--- src/sv/fcr_pkg.sv ---
// Package for the fixed-frame CRC8 receiver: frame layout constants,
// opcodes, status codes, the result type and the byte-wide CRC8 update.
// No dependencies.
package fcr_pkg;

    localparam int PAYLOAD_BYTES = 32;
    localparam int CRC_POS       = PAYLOAD_BYTES + 8;
    localparam int POS_W         = $clog2(CRC_POS + 1);

    localparam logic [7:0] CRC_POLY    = 8'hD5;
    localparam logic [7:0] START_CHAR  = 8'h24;
    localparam logic [7:0] HEADER_CHAR = 8'h58;
    localparam logic [7:0] TYPE_CHAR   = 8'h3E;

    localparam logic [POS_W-1:0] POS_START  = POS_W'(0);
    localparam logic [POS_W-1:0] POS_HEADER = POS_W'(1);
    localparam logic [POS_W-1:0] POS_TYPE   = POS_W'(2);
    localparam logic [POS_W-1:0] POS_FUNC_L = POS_W'(4);
    localparam logic [POS_W-1:0] POS_FUNC_H = POS_W'(5);
    localparam logic [POS_W-1:0] POS_SIZE_L = POS_W'(6);
    localparam logic [POS_W-1:0] POS_SIZE_H = POS_W'(7);
    localparam logic [POS_W-1:0] POS_CRC    = POS_W'(CRC_POS);

    typedef enum logic {
        OP_RX_BYTE    = 1'b0,
        OP_LINK_CHECK = 1'b1
    } opcode_t;

    typedef enum logic [1:0] {
        ST_VALID   = 2'd0,
        ST_BAD_HDR = 2'd1,
        ST_BAD_CRC = 2'd2
    } status_t;

    typedef struct packed {
        logic        frame_done;
        logic [1:0]  frame_status;
        logic [15:0] function_code;
        logic [15:0] payload_length;
        logic        link_ok;
        logic [15:0] good_frames;
    } result_t;

    // MSB-first CRC8 over one byte
    function automatic logic [7:0] crc8_byte(input logic [7:0] crc, input logic [7:0] b);
        logic [7:0] v;
        v = crc ^ b;
        for (int k = 0; k < 8; k++) begin
            if (v[7])
                v = {v[6:0], 1'b0} ^ CRC_POLY;
            else
                v = {v[6:0], 1'b0};
        end
        return v;
    endfunction

endpackage

--- src/sv/fcr_if.sv ---
// Valid/ready channel interfaces for the fixed-frame CRC8 receiver:
// fcr_item_if carries input beats, fcr_result_if carries result beats.
// Depends on nothing but the port types they declare.
interface fcr_item_if;
    logic       valid;
    logic       ready;
    logic       opcode;
    logic [7:0] rx_byte;

    modport source (output valid, output opcode, output rx_byte, input ready);
    modport sink   (input valid, input opcode, input rx_byte, output ready);
endinterface

interface fcr_result_if;
    logic        valid;
    logic        ready;
    logic        frame_done;
    logic [1:0]  frame_status;
    logic [15:0] function_code;
    logic [15:0] payload_length;
    logic        link_ok;
    logic [15:0] good_frames;

    modport source (output valid, output frame_done, output frame_status,
                    output function_code, output payload_length,
                    output link_ok, output good_frames, input ready);
    modport sink   (input valid, input frame_done, input frame_status,
                    input function_code, input payload_length,
                    input link_ok, input good_frames, output ready);
endinterface

--- src/sv/fixed_frame_crc8_receiver.sv ---
// Fixed-frame CRC8 receiver: one item per beat, frame state and result register.
// A result is registered and shown in the cycle after its item is accepted.
// Throughput: one item per cycle; the single result register is refilled in the
// same cycle it is taken, so input ready follows result ready.
// Reset (rst_n low, async): frame position 0, CRC 0, header flag set, latches and
// good-frame count 0, minimum 1, result register empty.
module fixed_frame_crc8_receiver (
    input  logic         clk,
    input  logic         rst_n,
    input  logic         cfg_wr_en,
    input  logic [15:0]  cfg_wr_data,
    fcr_item_if.sink     item,
    fcr_result_if.source result
);
    import fcr_pkg::*;

    logic [15:0]      min_good_reg;
    logic [POS_W-1:0] pos_reg,  pos_next;
    logic [7:0]       crc_reg,  crc_next;
    logic             hdr_reg,  hdr_next;
    logic [15:0]      func_reg, func_next;
    logic [15:0]      size_reg, size_next;
    logic [15:0]      count_reg, count_next;
    logic             out_valid_reg;
    result_t          out_reg, out_next;
    logic             take;
    status_t          status;

    assign item.ready = !out_valid_reg || result.ready;
    assign take       = item.valid && item.ready;

    always_comb
    begin
        pos_next   = pos_reg;
        crc_next   = crc_reg;
        hdr_next   = hdr_reg;
        func_next  = func_reg;
        size_next  = size_reg;
        count_next = count_reg;
        out_next   = '0;
        status     = ST_VALID;

        if (item.opcode == OP_LINK_CHECK) begin
            out_next.good_frames = count_reg;
            if (count_reg >= min_good_reg) begin
                out_next.link_ok = 1'b1;
                count_next       = '0;
            end
        end else begin
            case (pos_reg)
                POS_START:  hdr_next = (item.rx_byte == START_CHAR);
                POS_HEADER: hdr_next = hdr_reg && (item.rx_byte == HEADER_CHAR);
                POS_TYPE:   hdr_next = hdr_reg && (item.rx_byte == TYPE_CHAR);
                POS_FUNC_L: func_next[7:0]  = item.rx_byte;
                POS_FUNC_H: func_next[15:8] = item.rx_byte;
                POS_SIZE_L: size_next[7:0]  = item.rx_byte;
                POS_SIZE_H: size_next[15:8] = item.rx_byte;
                default:    ;
            endcase

            if (pos_reg >= POS_CRC) begin
                // header flag here is the one built over bytes 0 to 2
                if (!hdr_reg)
                    status = ST_BAD_HDR;
                else if (crc_reg != item.rx_byte)
                    status = ST_BAD_CRC;
                if (status == ST_VALID && count_reg != 16'hFFFF)
                    count_next = count_reg + 16'd1;
                out_next.frame_done     = 1'b1;
                out_next.frame_status   = status;
                out_next.function_code  = func_reg;
                out_next.payload_length = size_reg;
                pos_next                = '0;
            end else begin
                if (pos_reg == POS_START)
                    crc_next = '0;
                else if (pos_reg >= POS_TYPE)
                    crc_next = crc8_byte(crc_reg, item.rx_byte);
                pos_next = pos_reg + POS_W'(1);
            end
            out_next.good_frames = count_next;
        end
    end

    always_ff @(posedge clk or negedge rst_n)
    begin
        if (!rst_n) begin
            min_good_reg  <= 16'd1;
            pos_reg       <= '0;
            crc_reg       <= '0;
            hdr_reg       <= 1'b1;
            func_reg      <= '0;
            size_reg      <= '0;
            count_reg     <= '0;
            out_valid_reg <= 1'b0;
        end else begin
            if (cfg_wr_en)
                min_good_reg <= cfg_wr_data;
            if (take) begin
                pos_reg   <= pos_next;
                crc_reg   <= crc_next;
                hdr_reg   <= hdr_next;
                func_reg  <= func_next;
                size_reg  <= size_next;
                count_reg <= count_next;
            end
            // hold the result until taken, refill on a new beat
            if (take)
                out_valid_reg <= 1'b1;
            else if (result.ready)
                out_valid_reg <= 1'b0;
        end
    end

    always_ff @(posedge clk)
    begin
        if (take)
            out_reg <= out_next;
    end

    assign result.valid          = out_valid_reg;
    assign result.frame_done     = out_reg.frame_done;
    assign result.frame_status   = out_reg.frame_status;
    assign result.function_code  = out_reg.function_code;
    assign result.payload_length = out_reg.payload_length;
    assign result.link_ok        = out_reg.link_ok;
    assign result.good_frames    = out_reg.good_frames;

endmodule

--- src/flat_wrapper.sv ---
// flat-port wrapper written by rule: the top's interface ports become plain ports
module fixed_frame_crc8_receiver_flat import fcr_pkg::*;
  (clk, rst_n, cfg_wr_en, cfg_wr_data, item_valid, item_opcode, item_rx_byte, item_ready, result_valid, result_frame_done, result_frame_status, result_function_code, result_payload_length, result_link_ok, result_good_frames, result_ready);
  fcr_item_if item_i ();
  fcr_result_if result_i ();
  input  logic clk;
  input  logic rst_n;
  input  logic cfg_wr_en;
  input  logic [15:0] cfg_wr_data;
  input wire logic [$bits(item_i.valid)-1:0] item_valid;
  input wire logic [$bits(item_i.opcode)-1:0] item_opcode;
  input wire logic [$bits(item_i.rx_byte)-1:0] item_rx_byte;
  output wire logic [$bits(item_i.ready)-1:0] item_ready;
  output wire logic [$bits(result_i.valid)-1:0] result_valid;
  output wire logic [$bits(result_i.frame_done)-1:0] result_frame_done;
  output wire logic [$bits(result_i.frame_status)-1:0] result_frame_status;
  output wire logic [$bits(result_i.function_code)-1:0] result_function_code;
  output wire logic [$bits(result_i.payload_length)-1:0] result_payload_length;
  output wire logic [$bits(result_i.link_ok)-1:0] result_link_ok;
  output wire logic [$bits(result_i.good_frames)-1:0] result_good_frames;
  input wire logic [$bits(result_i.ready)-1:0] result_ready;
  assign item_i.valid = item_valid;
  assign item_i.opcode = item_opcode;
  assign item_i.rx_byte = item_rx_byte;
  assign item_ready = item_i.ready;
  assign result_valid = result_i.valid;
  assign result_frame_done = result_i.frame_done;
  assign result_frame_status = result_i.frame_status;
  assign result_function_code = result_i.function_code;
  assign result_payload_length = result_i.payload_length;
  assign result_link_ok = result_i.link_ok;
  assign result_good_frames = result_i.good_frames;
  assign result_i.ready = result_ready;
  fixed_frame_crc8_receiver u_core (.clk(clk), .rst_n(rst_n), .cfg_wr_en(cfg_wr_en), .cfg_wr_data(cfg_wr_data), .item(item_i), .result(result_i));
endmodule
--- config.mk ---
export PLATFORM = sky130hd
export DESIGN_NAME = fixed_frame_crc8_receiver_flat
export DESIGN_NICKNAME = d
export VERILOG_FILES = /design/src/sv/fcr_pkg.sv /design/src/sv/fcr_if.sv /design/src/sv/fixed_frame_crc8_receiver.sv /design/src/flat_wrapper.sv
export SDC_FILE = /design/constraint.sdc
export NUM_CORES = 1
export LEC_CHECK = 0
export ABC_CLOCK_PERIOD_IN_PS = 2900
export BUFFER_PORTS_ARGS = -buffer_cell sky130_fd_sc_hd__buf_2
export CAP_MARGIN = 20
export CORE_ASPECT_RATIO = 2
export CORE_MARGIN = 4
export CORE_UTILIZATION = 58
export DETAILED_ROUTE_END_ITERATION = 8
export GPL_TIMING_DRIVEN = 0
export PLACE_DENSITY = 0.88
export SLEW_MARGIN = 15
export SYNTH_ARGS = -nofsm -noshare
export SYNTH_HDL_FRONTEND = slang
export SYNTH_SLANG_ARGS = --single-unit
--- constraint.sdc ---
create_clock -name clk -period 2.9 [get_ports clk]
set_input_delay 0.145 -clock clk [delete_from_list [all_inputs] [get_ports clk]]
set_output_delay 0.145 -clock clk [all_outputs]
set_load 0.02 [all_outputs]
==> flow_summary.ini <==
[outcome]
status = completed

[sta]
min_period_ps = 2770
finalSetupViolations = 0
setup_tns_ps = 0
skew_ps = 5.89
finalCritPeriodShare_pct = 95.4
hold_viol_final = 0
fmax_mhz = 362
report.final.slew_viol_count = 0
rsz0062_at_grt = no
relSlewSlack_pct = 51.9
tightest_slew_ps = 703

[global_route]
met3_usage_pct = 5.54
grt_pass1_wl_mm = 23.9
grt_busiest_layer = met2
antenna_found_initial = 0
grt_start_max_net_pins = 47
global_route.usage.met1_pct = 23.2
track_usage_pct = 25.5
use_met2_pct = 46.7
grt_pass1_vias = 5067
grt.overflow.total = 0

[setup_path]
cp-end-kind = register
slowest_stage = or4_1
slowest_delay_ps = 520
critPathBufInv = 1
path_delay_family = compound AO/OA/AOI/OAI gates
required_ps = 3180
crit_arrival_ps = 3040
crit_fanout = 10
crit_path_start_kind = register
path_class = register to register
critical_path.cell_chain = ha_1 -> or4_1 -> a211oi_1 -> a21o_1 -> o211a_1 -> buf_2 -> o31ai_1 -> o41ai_1

[final_layout]
regArea_um2 = 3570
multiInputGateArea_um2 = 2490
drive_above_1_share_pct = 24.9
fill_cells = 692
diodes = 0
final_cells = 804
syn2layout_area_growth_pct = 22.6
nets = 706

[detailed_routing]
dr.pass1.iters = 8
vias = 4740
drc = 0
viasPerCell = 5.90
wire_per_inst_um = 18.5
totalWireLength_mm = 14.8
antenna_left = 0
drt_iter0_drc = 368

[floorplan]
core_area_um2 = 10500
die_h_um = 155
io_pins = 84
die_area_um2 = 12600
rows = 53
start_util_pct = 59.2
die_w_um = 81.4

[flow_run]
maxCapViolations = 0

[hold_path]
hp-class = input port to register

[place]
gp_congestion = 0.900
dp_hpwl_mm = 10.3
port_buffers = 78
dp_cells = 754

[yosys]
syn_nets = 589
synthFlopType = dfrtp_1
synth_edf_count = 52
synthArstFlopShare_pct = 60.6
syn-cell-area_um2 = 6250
synth_cells = 537
synth_cell_types = 48
yosysWarnings = 0
yosysSeqAreaShare_pct = 57.1
syn_area_per_cell_um2 = 11.6
synth-seq-cells = 132

[pwr]
power_leakage_uw = 0.00346
powerDensity_nw_per_um2 = 717
ir_drop_mv = 0.464

[clocking]
cts.sinks = 132
cts.htree.levels = 4
cts_root_buf = clkbuf_16
cts_buffer_depth = 2
cts_tree = built
cts_made_buffers = 17
insertion_delay_ps = 420
clk_pin_slew_ps = 60
-- layout make-up --
| cell class | instances | share of cell area, % |
|---|---|---|
| sequential | 132 | 46.6 |
| multi-input combinational | 358 | 32.6 |
| timing repair buffer | 98 | 8.10 |
| clock buffer | 19 | 5.78 |
| clock inverter | 13 | 2.24 |
| tap | 137 | 2.24 |
| inverter | 25 | 1.27 |
| buffer | 22 | 1.24 |
-- final timing paths --
path                                           from                       to  slack, ps  cells past startpoint
worst max-delay path            u_core.count_reg[5]      u_core.count_reg[8]        130                      8
worst min-delay path                      cfg_wr_en   u_core.min_good_reg[0]         30                      2
worst max register to register  u_core.count_reg[5]      u_core.count_reg[8]        130                      8
worst min register to register   u_core.size_reg[6]       u_core.size_reg[6]        470                      2
max in group asynchronous                     rst_n           u_core.hdr_reg       2030                      3
min in group asynchronous                     rst_n  u_core.min_good_reg[14]        230                      2
-- power breakdown --
group          switching (uW)  internal [uW]
clock                     826           1390
sequential               88.1           2080
combinational             640            467
-- synth_stat cells (2+ instances only) --
library cell   n  area share [%]
or2_2          2            0.20
or3_1          3            0.30
nand4_1        7            0.70
o31ai_1       21             2.5
nor4_1         2            0.20
buf_2          9            0.72
nand2_1       47             2.8
nand3_1       15             1.2
and4_1         3            0.42
o211ai_1       5            0.60
and3_1         4            0.40
clkbuf_1      12            0.72
nand2b_1       2            0.20
nor2_1        21             1.3
nand3_2        2            0.32
edfxtp_1      52              25
nor3_1        12            0.96
mux2_2        33             5.9
a211o_1        2            0.28
dfstp_2        2            0.84
inv_1         25             1.5
o21ai_0       40             3.2
dfrtp_1       78              31
a2111oi_0      2            0.28
a211oi_1       2            0.24
xnor2_2        2            0.52
xnor2_1       21             2.9
a21o_1         3            0.36
ha_1          22             4.4
a31oi_1       11             1.1
a21oi_1       11            0.88
and2_1        34             3.4
xor2_1        15             2.1
-- stage by stage --
stage | hold WS, ps | cell area, um^2 | setup slack, ps | total power (uW) | util, %
2_1_floorplan | -151 | 6250 | 456 | 3010 | -
3_3_place_gp | 351 | 6810 | 149 | 3200 | 64.6
3_5_place_dp | 139 | 6860 | 255 | 3260 | 65.1
4_1_cts | 7.56 | 7660 | 174 | 5490 | 72.6
5_1_grt | 27.5 | 7660 | 40.4 | 5730 | 72.6
6_report | 28.0 | 7660 | 134 | 5490 | 72.6
-- logic make-up (layout without fill, tap and decap cells) --
| family | after synthesis | count (layout) | share of synthesized area [%] |
|---|---|---|---|
| compound gates | 106 | 106 | 10.7 |
| simple gates | 158 | 158 | 13.1 |
| xor+xnor | 38 | 38 | 5.57 |
| mux | 34 | 34 | 6.11 |
| flops | 132 | 132 | 57.1 |
| fa+ha+maj | 22 | 22 | 4.41 |
| buf+inv | 47 | 177 | 3.02 |
-- cells in the final DEF, fill, tap and decap left out, drive strengths merged, types with 4 or more instances in the layout --
cell	count
nor3	12
and2	34
clkbuf	32
a31oi	11
dfrtp	78
nand4	7
inv	28
mux2	33
o21ai	41
nand2	47
buf	89
o211ai	5
edfxtp	52
a21oi	11
o31ai	21
dlygate4sd3	18
clkinv	4
nor2	21
ha	22
xor2	15
nand3	17
and3	4
xnor2	23
-- routing by layer --
layer | up-vias | wire length, um
li1 | 2165 | -
met1 | 2278 | 4700
met2 | 225 | 8540
met3 | 72 | 763
met4 | 0 | 842
met5 | - | 0
-- timing repair --
| action | 4_1_cts | 5_1_grt |
|---|---|---|
| endpoints found under the setup margin | 0 | 5 |
| hold endpoints to repair | 50 | 0 |
| hold buffers | 18 | 0 |
| setup buffers | 0 | 0 |
| resized for setup | 0 | 1 |
No activity file was read; power rests on OpenSTA's default activity.
